`src/design/rbf_pkg.sv`:
```
`timescale 1ns / 1ps

package rbf_pkg;

   localparam int DEPTH         = 1024;
   localparam int ADDR_BITS     = $clog2(DEPTH);
   localparam int SAMPLE_BITS   = 16;
   localparam int COUNT_BITS    = 11;
   localparam int OP_BITS       = 3;
   localparam int REQ_DATA_BITS = 48;
   localparam int RSP_DATA_BITS = 40;
   localparam int CSR_ADDR_BITS = 3;
   localparam int CSR_DATA_BITS = 32;

   typedef enum logic [OP_BITS-1:0] {
      OP_PUSH  = 3'd0,
      OP_POP   = 3'd1,
      OP_PEEK  = 3'd2,
      OP_INDEX = 3'd3,
      OP_SKIP  = 3'd4
   } op_type;

   typedef struct packed {
      logic [OP_BITS-1:0]     op;
      logic [SAMPLE_BITS-1:0] sample;
      logic [COUNT_BITS-1:0]  offset;
      logic [COUNT_BITS-1:0]  count;
   } req_type;

   typedef struct packed {
      logic                   we;
      logic                   re;
      logic [ADDR_BITS-1:0]   addr;
      logic [SAMPLE_BITS-1:0] wdata;
   } mem_req_type;

   typedef struct packed {
      logic                  ok;
      logic                  deliver;
      logic [COUNT_BITS-1:0] skipped;
      logic [COUNT_BITS-1:0] fill;
   } result_type;

endpackage

```
`src/design/rbf_ctrl.sv`:
```
`timescale 1ns / 1ps

module rbf_ctrl (
   input  logic                           clock,
   input  logic                           reset,
   input  logic                           in_accept,
   input  rbf_pkg::req_type               req,
   input  logic                           cfg_we,
   input  logic [rbf_pkg::COUNT_BITS-1:0] cfg_value,
   output rbf_pkg::mem_req_type           mem_req,
   output rbf_pkg::result_type            res,
   output logic [rbf_pkg::COUNT_BITS-1:0] capacity
);

   localparam int CB       = rbf_pkg::COUNT_BITS;
   localparam int AB       = rbf_pkg::ADDR_BITS;
   localparam int SUM_BITS = CB + 1;
   localparam logic [CB-1:0] CAP_MAX = CB'(rbf_pkg::DEPTH);
   localparam logic [CB-1:0] CAP_MIN = CB'(1);

   logic [AB-1:0] rpos_ff, rpos_in;
   logic [AB-1:0] wpos_ff, wpos_in;
   logic [CB-1:0] held_ff, held_in;
   logic [CB-1:0] cap_ff, cap_in;

   logic [SUM_BITS-1:0] rpos_ext, wpos_ext;
   logic                full, empty, off_neg;
   logic [CB-1:0]       back, skip_n;
   logic [AB-1:0]       fwd_addr, back_addr;

   // one conditional subtract is enough: neither operand exceeds capacity
   function automatic logic [AB-1:0] ring_wrap(input logic [SUM_BITS-1:0] sum,
                                               input logic [CB-1:0] cap);
      logic [SUM_BITS-1:0] s;
      s = (sum >= SUM_BITS'(cap)) ? sum - SUM_BITS'(cap) : sum;
      return s[AB-1:0];
   endfunction

   assign rpos_ext  = SUM_BITS'(rpos_ff);
   assign wpos_ext  = SUM_BITS'(wpos_ff);
   assign full      = (held_ff >= cap_ff);
   assign empty     = (held_ff == '0);
   assign off_neg   = req.offset[CB-1];
   assign back      = CB'(0) - req.offset;
   assign skip_n    = (req.count < held_ff) ? req.count : held_ff;
   assign fwd_addr  = ring_wrap(rpos_ext + SUM_BITS'(req.offset), cap_ff);
   assign back_addr = ring_wrap(wpos_ext + SUM_BITS'(cap_ff - back), cap_ff);

   always_comb begin
      rpos_in       = rpos_ff;
      wpos_in       = wpos_ff;
      held_in       = held_ff;
      mem_req.we    = 1'b0;
      mem_req.re    = 1'b0;
      mem_req.addr  = rpos_ff;
      mem_req.wdata = req.sample;
      res.ok        = 1'b0;
      res.deliver   = 1'b0;
      res.skipped   = '0;
      case (rbf_pkg::op_type'(req.op))
         rbf_pkg::OP_PUSH: begin
            mem_req.addr = wpos_ff;
            if (!full) begin
               mem_req.we = 1'b1;
               wpos_in    = ring_wrap(wpos_ext + SUM_BITS'(1), cap_ff);
               held_in    = held_ff + CB'(1);
               res.ok     = 1'b1;
            end
         end
         rbf_pkg::OP_POP, rbf_pkg::OP_PEEK: begin
            if (!empty) begin
               mem_req.re  = 1'b1;
               res.ok      = 1'b1;
               res.deliver = 1'b1;
               if (rbf_pkg::op_type'(req.op) == rbf_pkg::OP_POP) begin
                  rpos_in = ring_wrap(rpos_ext + SUM_BITS'(1), cap_ff);
                  held_in = held_ff - CB'(1);
               end
            end
         end
         rbf_pkg::OP_INDEX: begin
            if (!off_neg) begin
               mem_req.addr = fwd_addr;
               if (req.offset < held_ff) begin
                  mem_req.re  = 1'b1;
                  res.ok      = 1'b1;
                  res.deliver = 1'b1;
               end
            end else begin
               // negative offset counts back from the newest item
               mem_req.addr = back_addr;
               if (back <= held_ff) begin
                  mem_req.re  = 1'b1;
                  res.ok      = 1'b1;
                  res.deliver = 1'b1;
               end
            end
         end
         rbf_pkg::OP_SKIP: begin
            res.skipped = skip_n;
            rpos_in     = ring_wrap(rpos_ext + SUM_BITS'(skip_n), cap_ff);
            held_in     = held_ff - skip_n;
            res.ok      = 1'b1;
         end
         default: begin
         end
      endcase
      mem_req.we = mem_req.we & in_accept;
      mem_req.re = mem_req.re & in_accept;
      res.fill   = held_in;
   end

   always_comb begin
      if (cfg_value == '0) begin
         cap_in = CAP_MIN;
      end else if (cfg_value > CAP_MAX) begin
         cap_in = CAP_MAX;
      end else begin
         cap_in = cfg_value;
      end
   end

   always_ff @(posedge clock) begin
      if (reset) begin
         rpos_ff <= '0;
         wpos_ff <= '0;
         held_ff <= '0;
         cap_ff  <= CAP_MAX;
      end else if (cfg_we) begin
         // a new capacity empties the ring
         rpos_ff <= '0;
         wpos_ff <= '0;
         held_ff <= '0;
         cap_ff  <= cap_in;
      end else if (in_accept) begin
         rpos_ff <= rpos_in;
         wpos_ff <= wpos_in;
         held_ff <= held_in;
      end
   end

   assign capacity = cap_ff;

`ifndef SYNTH
   a_fill_bound: assert property (@(posedge clock) disable iff (reset)
      held_ff <= cap_ff)
      else $error("fill count above capacity");

   a_pos_bound: assert property (@(posedge clock) disable iff (reset)
      (SUM_BITS'(rpos_ff) < SUM_BITS'(cap_ff)) && (SUM_BITS'(wpos_ff) < SUM_BITS'(cap_ff)))
      else $error("ring position outside capacity");

   a_pos_consistent: assert property (@(posedge clock) disable iff (reset)
      wpos_ff == ring_wrap(rpos_ext + SUM_BITS'(held_ff), cap_ff))
      else $error("write position does not match read position plus fill");

   a_push_counts: assert property (@(posedge clock) disable iff (reset)
      in_accept && !cfg_we && (req.op == rbf_pkg::OP_PUSH) && (held_ff < cap_ff)
      |=> held_ff == $past(held_ff) + CB'(1))
      else $error("accepted push did not raise the fill count");
`endif

endmodule

```
`config.mk`:
```
export PLATFORM = sky130hd
export DESIGN_NAME = rbf_ctrl
export DESIGN_NICKNAME = d
export VERILOG_FILES = /design/src/design/rbf_pkg.sv /design/src/design/rbf_ctrl.sv
export SDC_FILE = /design/constraint.sdc
export NUM_CORES = 1
export LEC_CHECK = 0
export ABC_AREA = 1
export BUFFER_PORTS_ARGS = -buffer_cell sky130_fd_sc_hd__buf_4
export CORE_MARGIN = 1
export CORE_UTILIZATION = 50
export DETAILED_ROUTE_END_ITERATION = 10
export GPL_TIMING_DRIVEN = 0
export PLACE_DENSITY = 0.76
export SETUP_SLACK_MARGIN = 0.05
export SKIP_CTS_REPAIR_TIMING = 1
export SLEW_MARGIN = 40
export SYNTH_ARGS = -nofsm -noshare
export SYNTH_HDL_FRONTEND = slang
export SYNTH_SLANG_ARGS = --single-unit
```
`constraint.sdc`:
```
create_clock -name clock -period 12 [get_ports clock]
set_input_delay 0 -clock clock [delete_from_list [all_inputs] [get_ports clock]]
set_output_delay 0 -clock clock [all_outputs]
set_load 0.01 [all_outputs]
```
==> qor.txt <==
Run status -> complete, but fails checks
Failing checks -> design-rule violations, negative hold slack
CTS root buffer -> sky130_fd_sc_hd__clkbuf_16
CTS H-tree depth -> 2
Peak supply drop -> 0.04528 mV
Master of the slowest instance on the critical path -> sky130_fd_sc_hd__dfxtp_1
Category of the worst setup path capture point -> flop
Fraction of the yosys area taken by sequential cells -> 8.149%
Worst path most repeated cell -> sky130_fd_sc_hd__nand2_1
Flip-flop cell with the highest count after synthesis -> sky130_fd_sc_hd__dfxtp_1
Number of enable-type register cells in the synthesized netlist -> 0
Critical path fanouts, max -> 10
Global-route wire length before repair -> 54.02 mm
Critical path class -> flop to flop
Number of vias after detailed routing -> 11556
Actual slew at the worst max-slew pin -> 0.7742 ns
Hpwl dp -> 28.17 mm
Startpoint type of the worst setup path -> flop
Delay of the slowest cell on the worst path -> 0.42 ns
1st-pass router iterations -> 10
Flip-flop and latch count after synthesis -> 42
Maximum operating frequency -> 187.1 MHz
Sequential cell area in the final layout -> 840.8 um^2
P_int -> 446.8 uW
Number of antenna violations at the first check in global routing -> 0
Worst skew pair latency -> 0.30 ns
TritonCTS sink count -> 42
Library cell with the highest instance count after synthesis -> sky130_fd_sc_hd__nand2_1
Number of DRC markers after the initial detailed-route iteration -> 895
Synth area leaders -> sky130_fd_sc_hd__ha_1 (17%), sky130_fd_sc_hd__nand2_1 (14%), sky130_fd_sc_hd__inv_1 (10%)
Number of top-level pins -> 119
Die Outline Area -> 21210 um^2
Synth cell count leaders -> sky130_fd_sc_hd__nand2_1 (392), sky130_fd_sc_hd__inv_1 (288), sky130_fd_sc_hd__nand3_1 (165)
Port bufs -> 101
Worst slew slack as a fraction of its limit -> 48.33%
Post-synth cell types -> 55
Pin count of the biggest net entering global routing -> 13
Setup repair after global routing missed its margin -> false
Vertical die dimension -> 145.7 um
Total number of yosys warnings -> 0
Total negative setup slack -> 0 ns
CP arrival -> 5.56 ns
Area inside the core boundary -> 20230 um^2
TritonCTS Buffers -> 5
Die width -> 145.7 um
Global Route Usage Sum -> 32.13%
Number of global-route vias before repair -> 10460
Layout cells sized above 1 -> 11.26%
Count of max-cap constraint violations -> 0
Std-Cell Rows -> 52
Final worst path period share -> 44.55%
Vias per Instance -> 5.550
FILL cells -> 2082
Power Density -> 75.27 nW/um^2
Routed length per instance -> 16.44 um
Final core utilization -> 57.27%
Initial Util -> 50.99%
Area used by multi-input combinational logic -> 8005 um^2
Average cell area after synthesis -> 6.069 um^2
Syn-to-layout area delta -> 12.31%
Netlist area before placement -> 10320 um^2
Share of the synthesized area in the top cell type -> 17.46%
Final Max Slew Viols -> 0
Net count after synthesis -> 1918
Post-Route Skew -> 0.009255 ns
Required time of the critical path -> 12.22 ns
Class of the tightest hold or removal check -> input pin to flop
Switching pwr -> 425.4 uW
Total wirelength of the detailed-routed design -> 34.23 mm
Remaining routing DRC violations -> 2
Number of nets at the end of the flow -> 2028
Worst-path clk slew -> 0.07 ns
Final Wtd Congestion -> 1.034
Comb power frac -> 66.3%
Post-DRT Antenna Nets -> 0
Cell area reported after detailed placement -> 11420 um^2
Reg power frac -> 17.7%
Leakage component of the power -> 6.349 nW
Setup Viol. Count Final -> 0
Period minus WS final -> 5.346 ns
Synth Instances -> 1700
Clock buffer depth -> 2
Final hold slack -> -0.03302 ns
TritonCTS clock tree -> done
Sw frac -> 48.77%
Clock network power share -> 16.0%
Async SR Flop Fraction -> 0%
Number of hold-slack violations in the final timing report -> 5
Final design area excluding fillers -> 11590 um^2
Overall overflow remaining after global route -> 0
Most area-hungry cell type in the Yosys netlist -> sky130_fd_sc_hd__ha_1
[layout by cell type (no fill, tap or decap), types with 12 or more instances in the layout]
cell type	n
sky130_fd_sc_hd__nor2_1	107
sky130_fd_sc_hd__nand3_1	165
sky130_fd_sc_hd__buf_2	15
sky130_fd_sc_hd__o21ai_0	72
sky130_fd_sc_hd__nand4_1	54
sky130_fd_sc_hd__buf_4	123
sky130_fd_sc_hd__ha_1	144
sky130_fd_sc_hd__xor2_1	55
sky130_fd_sc_hd__a21oi_1	109
sky130_fd_sc_hd__dfxtp_1	42
sky130_fd_sc_hd__o21ai_1	21
sky130_fd_sc_hd__inv_1	288
sky130_fd_sc_hd__a31oi_1	12
sky130_fd_sc_hd__o22ai_1	13
sky130_fd_sc_hd__fa_1	18
sky130_fd_sc_hd__inv_2	12
sky130_fd_sc_hd__nand2_1	392
sky130_fd_sc_hd__nor3_1	19
sky130_fd_sc_hd__a21o_1	12
sky130_fd_sc_hd__xnor2_1	27
[path summary, 6_finish.rpt]
check | cells after the start | slack [ns] | startpoint | to
worst max register to register | 31 | 6.65 | held_ff[6] | rpos_ff[4]
worst min register to register | 1 | 0.58 | capacity[10] | capacity[10]
worst max-delay path | 31 | 6.65 | held_ff[6] | rpos_ff[4]
worst min-delay path | 3 | -0.03 | cfg_value[4] | capacity[4]
[per-layer routing]
metal  vias to the layer above  GRT usage [%]  routed length, um
li1                       5818              -                  -
met1                      5152          41.60              14650
met2                       507          52.52              15120
met3                        79          5.110               2837
met4                         0          14.42               1618
met5                         -              0                  0
[critical path: cells and delay by family, from the launching register on]
family | cells | cell delay, ns
simple gates | 17 | 1.57
flops | 1 | 0.42
fa+ha+maj | 4 | 1.30
xor+xnor | 1 | 0.26
compound gates | 2 | 0.50
buf+inv | 7 | 1.20
[logic make-up (layout without fill, tap and decap cells)]
kind of cell / Yosys count / after routing / share of synthesized area, %
compound gates: 275 / 275 / 15.18
flops: 42 / 42 / 8.149
buf+inv: 356 / 467 / 14.30
fa+ha+maj: 162 / 162 / 20.96
xor+xnor: 82 / 82 / 6.961
other cells: 0 / 1 / 0
simple gates: 783 / 783 / 34.45
[stage by stage]
step / hold WS (ns) / setup slack (ns) / instances / power [mW]
2_1_floorplan: 0.09177 / 7.833 / 1700 / 0.5739
3_5_place_dp: 0.1768 / 6.757 / 2071 / 0.7224
6_report: -0.03302 / 6.654 / 2082 / 0.8722
5_1_grt: 0.001225 / 6.195 / 2081 / 0.9487
3_3_place_gp: 0.1762 / 6.785 / 2071 / 0.7148
4_1_cts: -0.03509 / 6.721 / 2079 / 0.8626
[sequential cells by signal, indices dropped and copies added, names as in the netlist]
signal / flops
capacity: 11
held_ff: 11
rpos_ff: 10
wpos_ff: 10
[area by class of cell]
type / instances / area share [%]
well taps: 270 / 2.915
clock buffers: 7 / 1.231
clock inverters: 1 / 0.04319
plain buffers: 54 / 2.948
repair buffers: 103 / 6.716
inverters: 302 / 9.783
diodes: 1 / 0.02160
multi-input cells: 1302 / 69.09
flip-flops and latches: 42 / 7.256
[power groups by stage]
stage	clock network [mW]	logic (mW)	registers [mW]
2_1_floorplan	0	0.421	0.153
3_3_place_gp	0	0.558	0.157
3_5_place_dp	0	0.565	0.157
4_1_cts	0.140	0.569	0.154
5_1_grt	0.146	0.648	0.155
6_report	0.139	0.578	0.154
Power figures use the tool's default switching activity.
