===== src/design/rbf_pkg.sv =====
`timescale 1ns / 1ps

package rbf_pkg;

   localparam int DEPTH         = 1024;
   localparam int ADDR_BITS     = $clog2(DEPTH);
   localparam int SAMPLE_BITS   = 16;
   localparam int COUNT_BITS    = 11;
   localparam int OP_BITS       = 3;
   localparam int REQ_DATA_BITS = 48;
   localparam int RSP_DATA_BITS = 40;
   localparam int CSR_ADDR_BITS = 3;
   localparam int CSR_DATA_BITS = 32;

   typedef enum logic [OP_BITS-1:0] {
      OP_PUSH  = 3'd0,
      OP_POP   = 3'd1,
      OP_PEEK  = 3'd2,
      OP_INDEX = 3'd3,
      OP_SKIP  = 3'd4
   } op_type;

   typedef struct packed {
      logic [OP_BITS-1:0]     op;
      logic [SAMPLE_BITS-1:0] sample;
      logic [COUNT_BITS-1:0]  offset;
      logic [COUNT_BITS-1:0]  count;
   } req_type;

   typedef struct packed {
      logic                   we;
      logic                   re;
      logic [ADDR_BITS-1:0]   addr;
      logic [SAMPLE_BITS-1:0] wdata;
   } mem_req_type;

   typedef struct packed {
      logic                  ok;
      logic                  deliver;
      logic [COUNT_BITS-1:0] skipped;
      logic [COUNT_BITS-1:0] fill;
   } result_type;

endpackage


===== src/design/rbf_out.sv =====
`timescale 1ns / 1ps

module rbf_out (
   input  logic                            clock,
   input  logic                            reset,
   input  logic                            in_accept,
   input  rbf_pkg::result_type             res,
   input  logic [rbf_pkg::SAMPLE_BITS-1:0] mem_rdata,
   input  logic                            out_ready,
   output logic                            in_ready,
   output logic                            out_valid,
   output logic                            out_ok,
   output logic [rbf_pkg::SAMPLE_BITS-1:0] out_sample,
   output logic [rbf_pkg::COUNT_BITS-1:0]  out_skipped,
   output logic [rbf_pkg::COUNT_BITS-1:0]  out_fill
);

   logic                            s1_valid_ff;
   rbf_pkg::result_type             s1_res_ff;
   logic                            out_valid_ff;
   logic                            out_ok_ff;
   logic [rbf_pkg::SAMPLE_BITS-1:0] out_sample_ff, out_sample_in;
   logic [rbf_pkg::COUNT_BITS-1:0]  out_skipped_ff;
   logic [rbf_pkg::COUNT_BITS-1:0]  out_fill_ff;
   logic                            advance;

   // memory data is only refreshed on accept, so it stays put while stage 1 waits
   assign advance       = s1_valid_ff && (!out_valid_ff || out_ready);
   assign in_ready      = !s1_valid_ff || advance;
   assign out_sample_in = s1_res_ff.deliver ? mem_rdata : '0;

   always_ff @(posedge clock) begin
      if (reset) begin
         s1_valid_ff <= 1'b0;
      end else if (in_accept) begin
         s1_valid_ff <= 1'b1;
      end else if (advance) begin
         s1_valid_ff <= 1'b0;
      end
   end

   always_ff @(posedge clock) begin
      if (in_accept) begin
         s1_res_ff <= res;
      end
   end

   always_ff @(posedge clock) begin
      if (reset) begin
         out_valid_ff <= 1'b0;
      end else if (advance) begin
         out_valid_ff <= 1'b1;
      end else if (out_ready) begin
         out_valid_ff <= 1'b0;
      end
   end

   always_ff @(posedge clock) begin
      if (advance) begin
         out_ok_ff      <= s1_res_ff.ok;
         out_sample_ff  <= out_sample_in;
         out_skipped_ff <= s1_res_ff.skipped;
         out_fill_ff    <= s1_res_ff.fill;
      end
   end

   assign out_valid   = out_valid_ff;
   assign out_ok      = out_ok_ff;
   assign out_sample  = out_sample_ff;
   assign out_skipped = out_skipped_ff;
   assign out_fill    = out_fill_ff;

`ifndef SYNTH
   a_stall_only_full: assert property (@(posedge clock) disable iff (reset)
      !in_ready |-> s1_valid_ff && out_valid_ff)
      else $error("input stalled with room in the pipe");

   a_stage_holds: assert property (@(posedge clock) disable iff (reset)
      s1_valid_ff && !advance |=> s1_valid_ff && $stable(s1_res_ff))
      else $error("waiting item lost or changed in stage 1");
`endif

endmodule


===== config.mk =====
export PLATFORM = sky130hd
export DESIGN_NAME = rbf_out
export DESIGN_NICKNAME = d
export VERILOG_FILES = /design/src/design/rbf_pkg.sv /design/src/design/rbf_out.sv
export SDC_FILE = /design/constraint.sdc
export NUM_CORES = 1
export LEC_CHECK = 0
export BUFFER_PORTS_ARGS = -buffer_cell sky130_fd_sc_hd__buf_2
export CORE_AREA = 2 2 63 80
export DETAILED_ROUTE_END_ITERATION = 8
export DIE_AREA = 0 0 65 82
export PLACE_DENSITY = 0.76
export SETUP_SLACK_MARGIN = 0.1
export SLEW_MARGIN = 25
export SYNTH_ARGS = -nofsm -noshare
export SYNTH_HDL_FRONTEND = slang
export SYNTH_SLANG_ARGS = --single-unit

===== constraint.sdc =====
create_clock -name clock -period 2.5 [get_ports clock]
set_clock_uncertainty 0.15 [all_clocks]
set_input_delay 0.25 -clock clock [delete_from_list [all_inputs] [get_ports clock]]
set_output_delay 0.25 -clock clock [all_outputs]
set_load 0.01 [all_outputs]

==> reports/metrics.yaml, run 1 <==
route:
  dr.pass1.iters: 4
  drc: 0
  avgViaCountPerCell: 4.39
  drt-total-wl_um: 3690
  ant_nets: 0
  wl_per_cell_um: 13.5
  vias: 1204
  initialDrtViolationCount: 58
timing:
  slew_violations: 0
  hold_ws_ns: 0.0646
  finalSetupTns_ns: 0
  rsz0062_at_grt: "no"
  tightest_slew_ns: 0.559
  finalHoldViolCount: 0
  period_minus_slack_ns: 1.53
  maxSlewHeadroom: 0.627
  max_freq_ghz: 0.655
  setup_viol_count_final: 0
  layout_setup_ws_ns: 0.974
  finalCritPeriodShare: 0.610
cells_and_area:
  seq_area_um2: 1930
  layout-drive-gt1-share: 0.509
  final_common_cell: "buf_2"
  instances_no_fill: 274
  mostFrequentLayoutCells: "buf_2, edfxtp_1, dlygate4sd3_1, and2_2, clkbuf_8"
  fillers: 319
  syn_to_final_growth_pct: 43.9
  fin_util: 0.657
  multi_input_area_um2: 146
  n_antenna_cell: 0
  final_area_um2: 3020
  fin_nets: 253
grt:
  antenna_found_initial: 0
  grtUsageTotal: 0.154
  grt_pass1_vias: 1210
  grt_max_degree: 37
  overflow: 0
  grt_pass1_wl_um: 5530
power_and_ir_drop:
  power_density_nw_per_um2: 743
  leakage_nw: 1.22
  ir_drop_mv: 0.384
  total_power_mw: 2.24
synth:
  syn_area_um2: 2100
  syn_inst: 89
  syn_avg_cell_area_um2: 23.5
  ys_ff_latch: 65
  synth_top_area_cell: "edfxtp_1"
  synth-compound-area-share: 0.00478
  synthSimpleGateAreaFrac: 0.0645
  synth_area_leaders: "edfxtp_1, and2_2, dfxtp_1, and2_1, buf_6"
  synth.distinct_cells: 9
  muxShareOfSynthArea: 0
  synth_nets: 133
  synth_xor_area_frac: 0
  synth_fa_ha_area_frac: 0
  synth_top_family_by_area: "simple AND/OR/NAND/NOR gates"
  synth_warnings: 0
  synth_seq_area_share: 0.922
  yosysTopAreaCellShare: 0.903
worst_setup_path:
  crit_required_ns: 2.33
  reg2reg_from: "out_valid"
  critical_path_arrival_ns: 1.35
  setup.worst_path.class: "reg -> reg"
  cp_max_fo: 36
  r2r_end: "out_sample[13]"
  crit_path_end_kind: "flip-flop"
  startpoint: "out_valid"
  r2r_cells: 3
  startpoint_type: "flip-flop"
  r2r_slack_ns: 0.97
  crit_end: "out_sample[13]"
outcome:
  status: "completed"
placement:
  dp.cells: 233
  placed_cell_area_um2: 2590
  port_buffers: 84
  place_hpwl_um: 2450
  place_ws_ns: 0.929
  place_congestion: 0.650
clock_tree:
  cts_resized: 0
  h-tree-depth: 3
  clkTransAtPathRegs_ns: 0.06
  worstSkewPairLatency_ns: 0.32
  numCtsBuffers: 9
  cts-root-buf: "clkbuf_8"
  cts_num_sinks: 65
  clock_path_buffers: 2
  cts_tree: "yes"
floorplan:
  dieArea_um2: 5330
  rows: 28
  coreArea_um2: 4590
  initial_core_util: 0.457
  fp.dieH_um: 82
  io_pins: 85
  chipWidth_um: 65
job:
  maxCapViolCount: 0
hold_path:
  hold_path_depth: 2
  hp-class: "in -> reg"
==> synth_stat cells, drive strengths merged <==
library cell  number
dfxtp              2
a21oi              2
nand2b             1
nand3b             1
and2              17
buf                1
edfxtp            63
inv                2
==> flip-flops by register name (all words and copies together), names as in the netlist <==
name,count
out_fill,11
out_ok,1
out_sample,16
out_skipped,11
out_valid,1
s1_res_ff,24
s1_valid_ff,1
==> metal layers <==
metal,global-route usage,vias to the layer above,share of wire,routed length (um)
li1,-,577,-,-
met2,0.256,71,0.50,1850
met4,0.102,0,0.017,62
met1,0.160,550,0.39,1430
met3,0.0616,6,0.095,349
met5,0,-,0,0
==> worst max-delay path: stages (launching register included) <==
cell      delay [ns]
dfxtp_1         0.33
nand2b_1        0.10
and2_2          0.20
buf_4           0.40
==> worst min-delay path by stage <==
| stage | endpoint | start | slack (ns) |
|---|---|---|---|
| after CTS | out_sample[13] | mem_rdata[13] | 0.04 |
| after global placement | out_skipped[2] | s1_res_ff[13] | 0.25 |
| after detailed placement | out_fill[10] | s1_res_ff[10] | 0.25 |
| after global routing | out_sample[13] | mem_rdata[13] | 0.03 |
| after floorplan | out_valid | reset | 0.17 |
| final | out_sample[13] | mem_rdata[13] | 0.06 |
==> timing repair <==
item                                   4_1_cts  5_1_grt
hold buffers                                25        0
setup endpoints to repair                    0        0
endpoints found under the hold margin       26        0
buffers inserted                             0        0
==> final cells by class <==
cell class,instances,area share
clock buffers,11,0.0436
inverters,2,0.00249
repair buffers,110,0.225
clock inverters,5,0.0153
well taps,60,0.0249
flip-flops and latches,65,0.640
multi-input cells,21,0.0485
==> report_power, final <==
group	switching, mW	internal, mW
Combinational	0.0698	0.0834
Clock	0.343	0.449
Sequential	0.0199	1.28
==> cell families (layout without fill, tap and decap cells) <==
family,Yosys count,count (layout)
compound gates,2,2
flops,65,65
buf+inv,3,128
simple gates,19,19
Power figures use the tool's default switching activity.
==> run 2: changes to the inputs <==
- CORE_AREA: 2 2 63 80 -> 2 2 67 84
- DIE_AREA: 0 0 65 82 -> 0 0 69 86
- PLACE_DENSITY: 0.76 -> 0.72
- clock period: 2.5 -> 1.3 ns (I/O delays scaled with it)
==> reports/metrics.yaml, run 2 (synthesized netlist as in run 1, its figures left out) <==
route:
  initialDrtViolationCount: 74
  vias: 1298
  routedLengthMet1_um: 1640
  ant_nets: 0
  dr.pass1.iters: 3
  wl_met3_um: 318
  highest_layer: "met4"
  drt-total-wl_um: 4010
  route.met2.wl_um: 1940
  drc: 0
  wl_per_cell_um: 13.4
  avgViaCountPerCell: 4.34
power_and_ir_drop:
  leakage_nw: 1.34
  ir_drop_mv: 0.678
  power_density_nw_per_um2: 1340
cells_and_area:
  n_antenna_cell: 0
  final_area_um2: 3300
  top_register: "s1_res_ff"
  largest_reg_flops: 24
  syn_to_final_growth_pct: 57.6
  layout-drive-gt1-share: 0.498
  final_common_cell: "buf_2"
  mostFrequentLayoutCells: "buf_2, edfxtp_1, dlygate4sd3_1, and2_2, clkbuf_8"
  fin_nets: 276
timing:
  finalCritPeriodShare: 0.946
  max_freq_ghz: 0.813
  period_minus_slack_ns: 1.23
  tightest_slew_ns: 0.142
  finalHoldViolCount: 2
  rsz0062_at_grt: "yes"
  maxSlewHeadroom: 0.905
  slew_violations: 0
  hold_ws_ns: -0.0559
  setup_viol_count_final: 0
  finalSetupTns_ns: 0
outcome:
  status: "finished, violations left"
  violations: "hold timing"
grt:
  antenna_found_initial: 0
  grt_pass1_wl_um: 6230
  overflow: 0
  grt_pass1_vias: 1325
  grt_max_degree: 26
  grtUsageTotal: 0.145
clock_tree:
  cts-root-buf: "clkbuf_8"
  numCtsBuffers: 9
  h-tree-depth: 3
  clkTransAtPathRegs_ns: 0.06
  cts_num_sinks: 65
  clock_path_buffers: 2
  cts_tree: "yes"
  worstSkewPairLatency_ns: 0.33
  hold_buffers: 41
worst_setup_path:
  setup.worst_path.class: "reg -> reg"
  startpoint_type: "flip-flop"
  critPathSlowestCell: "dfxtp_2"
  path_buf_inv: 1
  cp_top_family: "flip-flops"
  crit_path_end_kind: "flip-flop"
  critical_path_arrival_ns: 1.13
  max_stage_delay_ns: 0.33
  crit_required_ns: 1.20
  path_cells: "nand2b_1 -> and2_4 -> clkbuf_16"
  cp_max_fo: 7
placement:
  placed_cell_area_um2: 2670
  port_buffers: 84
  place_hpwl_um: 2480
  place_congestion: 0.697
hold_path:
  hp-class: "in -> reg"
job:
  maxCapViolCount: 0
floorplan:
  coreArea_um2: 5080
  rows: 29
  dieArea_um2: 5930
  io_pins: 85
  initial_core_util: 0.413
  fp.dieH_um: 86
  chipWidth_um: 69
-- run 2: cell count changes in the layout (fill, tap and decap cells not counted) --
| cell | before | now |
|---|---|---|
| dlygate4sd3_1 | 25 | 41 |
| buf_12 | 0 | 4 |
| buf_4 | 1 | 3 |
| dfxtp_1 | 2 | 0 |
| dfxtp_2 | 0 | 2 |
| and2_2 | 13 | 12 |
| and2_4 | 0 | 1 |
| clkbuf_16 | 0 | 1 |
-- run 2: through the flow --
stage | worst slack [ns] | total power [mW] | util | std cells
6_report | 0.0699 | 4.42 | 0.650 | 299
3_3_place_gp | 0.118 | 2.80 | 0.525 | 238
3_5_place_dp | 0.0780 | 2.81 | 0.525 | 238
5_1_grt | 0.0235 | 4.60 | 0.650 | 299
2_1_floorplan | 0.00686 | 2.62 | - | 89
4_1_cts | 0.0924 | 4.46 | 0.645 | 298
-- run 2: area by class of cell --
class	count	area (um2)
Clock buffer	11	131
Clock inverter	5	46.3
Fill cell	357	1780
Inverter	2	7.51
Multi-Input combinational cell	21	148
Sequential cell	65	1930
Tap cell	62	77.6
Timing Repair Buffer	133	958
-- run 2: what timing repair did --
item                                   4_1_cts  5_1_grt
resized for setup                            1        0
endpoints found under the hold margin       42        2
pin swaps                                    2        2
setup endpoints to repair                   33       39
gates cloned                                 0        1
buffers inserted                             3        0
-- run 2: final timing paths --
kind | startpoint | end | slack [ns] | depth (start not counted)
max | out_valid | out_sample[14] | 0.07 | 3
min | out_ready | s1_valid_ff | -0.06 | 3
max reg2reg | out_valid | out_sample[14] | 0.07 | 3
min reg2reg | s1_res_ff[7] | out_fill[7] | 0.26 | 0
-- run 2: report_power, final --
part | total [mW] | leakage (nW) | switching (mW) | internal (mW)
Sequential | 2.49 | 0.620 | 0.0327 | 2.45
Clock | 1.54 | 0.0898 | 0.681 | 0.864
Combinational | 0.391 | 0.634 | 0.158 | 0.233
-- run 2: tightest hold or removal path, stage by stage --
cell and delay, ns:
buf_2 0.08, nand3b_1 0.11, a21oi_1 0.06
-- run 2: routing by layer --
layer  track usage  up-vias
met2         0.233       68
met3        0.0505       10
met1         0.162      599
met5             0        -
met4         0.102        0
li1              -      621
==> run 3: changes to the inputs <==
--- a/config.mk
+++ b/config.mk
@@ -10,4 +10,5 @@
 export DETAILED_ROUTE_END_ITERATION = 8
 export DIE_AREA = 0 0 69 86
+export GPL_ROUTABILITY_DRIVEN = 0
 export PLACE_DENSITY = 0.72
 export SETUP_SLACK_MARGIN = 0.1
==> constraint.sdc (replaced) <==
create_clock -name clock -period 1.3 [get_ports clock]
set_clock_uncertainty 0.15 [all_clocks]
set_input_delay 0.26 -clock clock [delete_from_list [all_inputs] [get_ports clock]]
set_output_delay 0.26 -clock clock [all_outputs]
set_load 0.01 [all_outputs]
==> reports/metrics.yaml, run 3 (synthesized netlist as in run 1, its figures left out) <==
outcome:
  status: "finished, violations left"
  violations: "setup timing"
grt:
  antenna_found_initial: 0
  grtUsageTotal: 0.136
  overflow: 0
  grt_pass1_wl_um: 5900
  grt_pass1_vias: 1232
  grt_max_degree: 26
clock_tree:
  worstSkewPairLatency_ns: 0.32
  clkTransAtPathRegs_ns: 0.07
  numCtsBuffers: 9
  cts-root-buf: "clkbuf_8"
  cts_num_sinks: 65
  clock_path_buffers: 2
  cts_tree: "yes"
  h-tree-depth: 3
worst_setup_path:
  startpoint: "out_valid"
  setup.worst_path.class: "reg -> out"
  path_buf_inv: 1
  critPathSlowestCell: "dfxtp_2"
  cp_max_fo: 3
  cp_top_family: "flip-flops"
  reg2reg_from: "out_valid"
  crit_path_end_kind: "output pin"
  critical_path_arrival_ns: 0.91
  crit_required_ns: 0.89
  max_stage_delay_ns: 0.34
  path_cells: "nand3b_1 -> buf_2"
  startpoint_type: "flip-flop"
route:
  ant_nets: 0
  drt-total-wl_um: 3920
  avgViaCountPerCell: 4.35
  wl_per_cell_um: 13.7
  vias: 1245
  initialDrtViolationCount: 92
  drc: 0
  dr.pass1.iters: 4
cells_and_area:
  top_register: "s1_res_ff"
  syn_to_final_growth_pct: 55.9
  largest_reg_flops: 24
  layout-drive-gt1-share: 0.558
  mostFrequentLayoutCells: "buf_2, edfxtp_1, dlygate4sd3_1, and2_2, clkbuf_8"
  fin_nets: 263
  n_antenna_cell: 0
  final_common_cell: "buf_2"
  fin_util: 0.643
timing:
  finalHoldViolCount: 0
  tightest_slew_ns: 0.203
  max_freq_ghz: 0.756
  maxSlewHeadroom: 0.864
  layout_setup_ws_ns: -0.0222
  setup_viol_count_final: 10
  finalCritPeriodShare: 1.02
  slew_violations: 0
  rsz0062_at_grt: "yes"
  period_minus_slack_ns: 1.32
placement:
  port_buffers: 84
  place_ws_ns: 0.0116
  place_hpwl_um: 2440
hold_path:
  worstHoldStart: "mem_rdata[12]"
  hp-class: "in -> reg"
floorplan:
  rows: 29
  coreArea_um2: 5080
  io_pins: 85
  initial_core_util: 0.413
  dieArea_um2: 5930
  fp.dieH_um: 86
  chipWidth_um: 69
power_and_ir_drop:
  ir_drop_mv: 0.920
  leakage_nw: 1.33
  power_density_nw_per_um2: 1490
  total_power_mw: 4.86
job:
  maxCapViolCount: 0
[run 3: cell types whose count changed in the layout (fill, tap and decap cells not counted), sizes merged]
cell and change:
dlygate4sd3 -16, bufinv +2, buf +1, clkinv -1, clkinvlp +1
[run 3: worst reg2reg max path, delay by kind of cell (launching register included)]
family	cells	cell delay, ns
simple gates	2	0.35
flops	1	0.33
buf+inv	1	0.20
[run 3: what timing repair did]
| action | in CTS | in global routing |
|---|---|---|
| hold endpoints to repair | 26 | 0 |
| cloned | 0 | 4 |
| resized for setup | 2 | 1 |
| endpoints found under the setup margin | 78 | 80 |
| hold buffers | 25 | 0 |
| buffers inserted | 3 | 1 |
| pin swaps | 1 | 1 |
[run 3: final timing paths]
check | end | slack (ns) | cells after the start
worst min-delay path | out_sample[12] | 0.07 | 2
worst max-delay path | in_ready | -0.02 | 2
worst min register to register | out_skipped[2] | 0.26 | 0
worst max register to register | out_sample[3] | -0.01 | 3
[run 3: per-stage QoR]
stage	TNS [ns]	instance area, um2	hold WS (ns)	cells
floorplan	0	2100	0.172	89
finish	-0.0883	3270	0.0697	286
global placement	0	2650	0.250	237
detailed placement	0	2650	0.255	237
global route	-0.886	3270	0.0563	286
CTS	-0.0506	3170	0.0512	281
[run 3: routing by layer]
layer,share of wire,GRT usage
met1,0.40,0.148
met2,0.48,0.219
met5,0,0
met4,0.016,0.0856
met3,0.099,0.0576
[run 3: layout make-up]
class                      count  area, um2
sequential                    65       1930
fill                         358       1810
timing repair buffer         120        857
multi-input combinational     21        148
clock buffer                   9        124
clock inverter                 7        119
tap                           62       77.6
inverter                       2       7.51
[run 3: power by group]
group	switching (mW)	internal (mW)	leakage, nW
logic	0.155	0.217	0.594
clock network	0.733	1.27	0.117
registers	0.0331	2.45	0.620
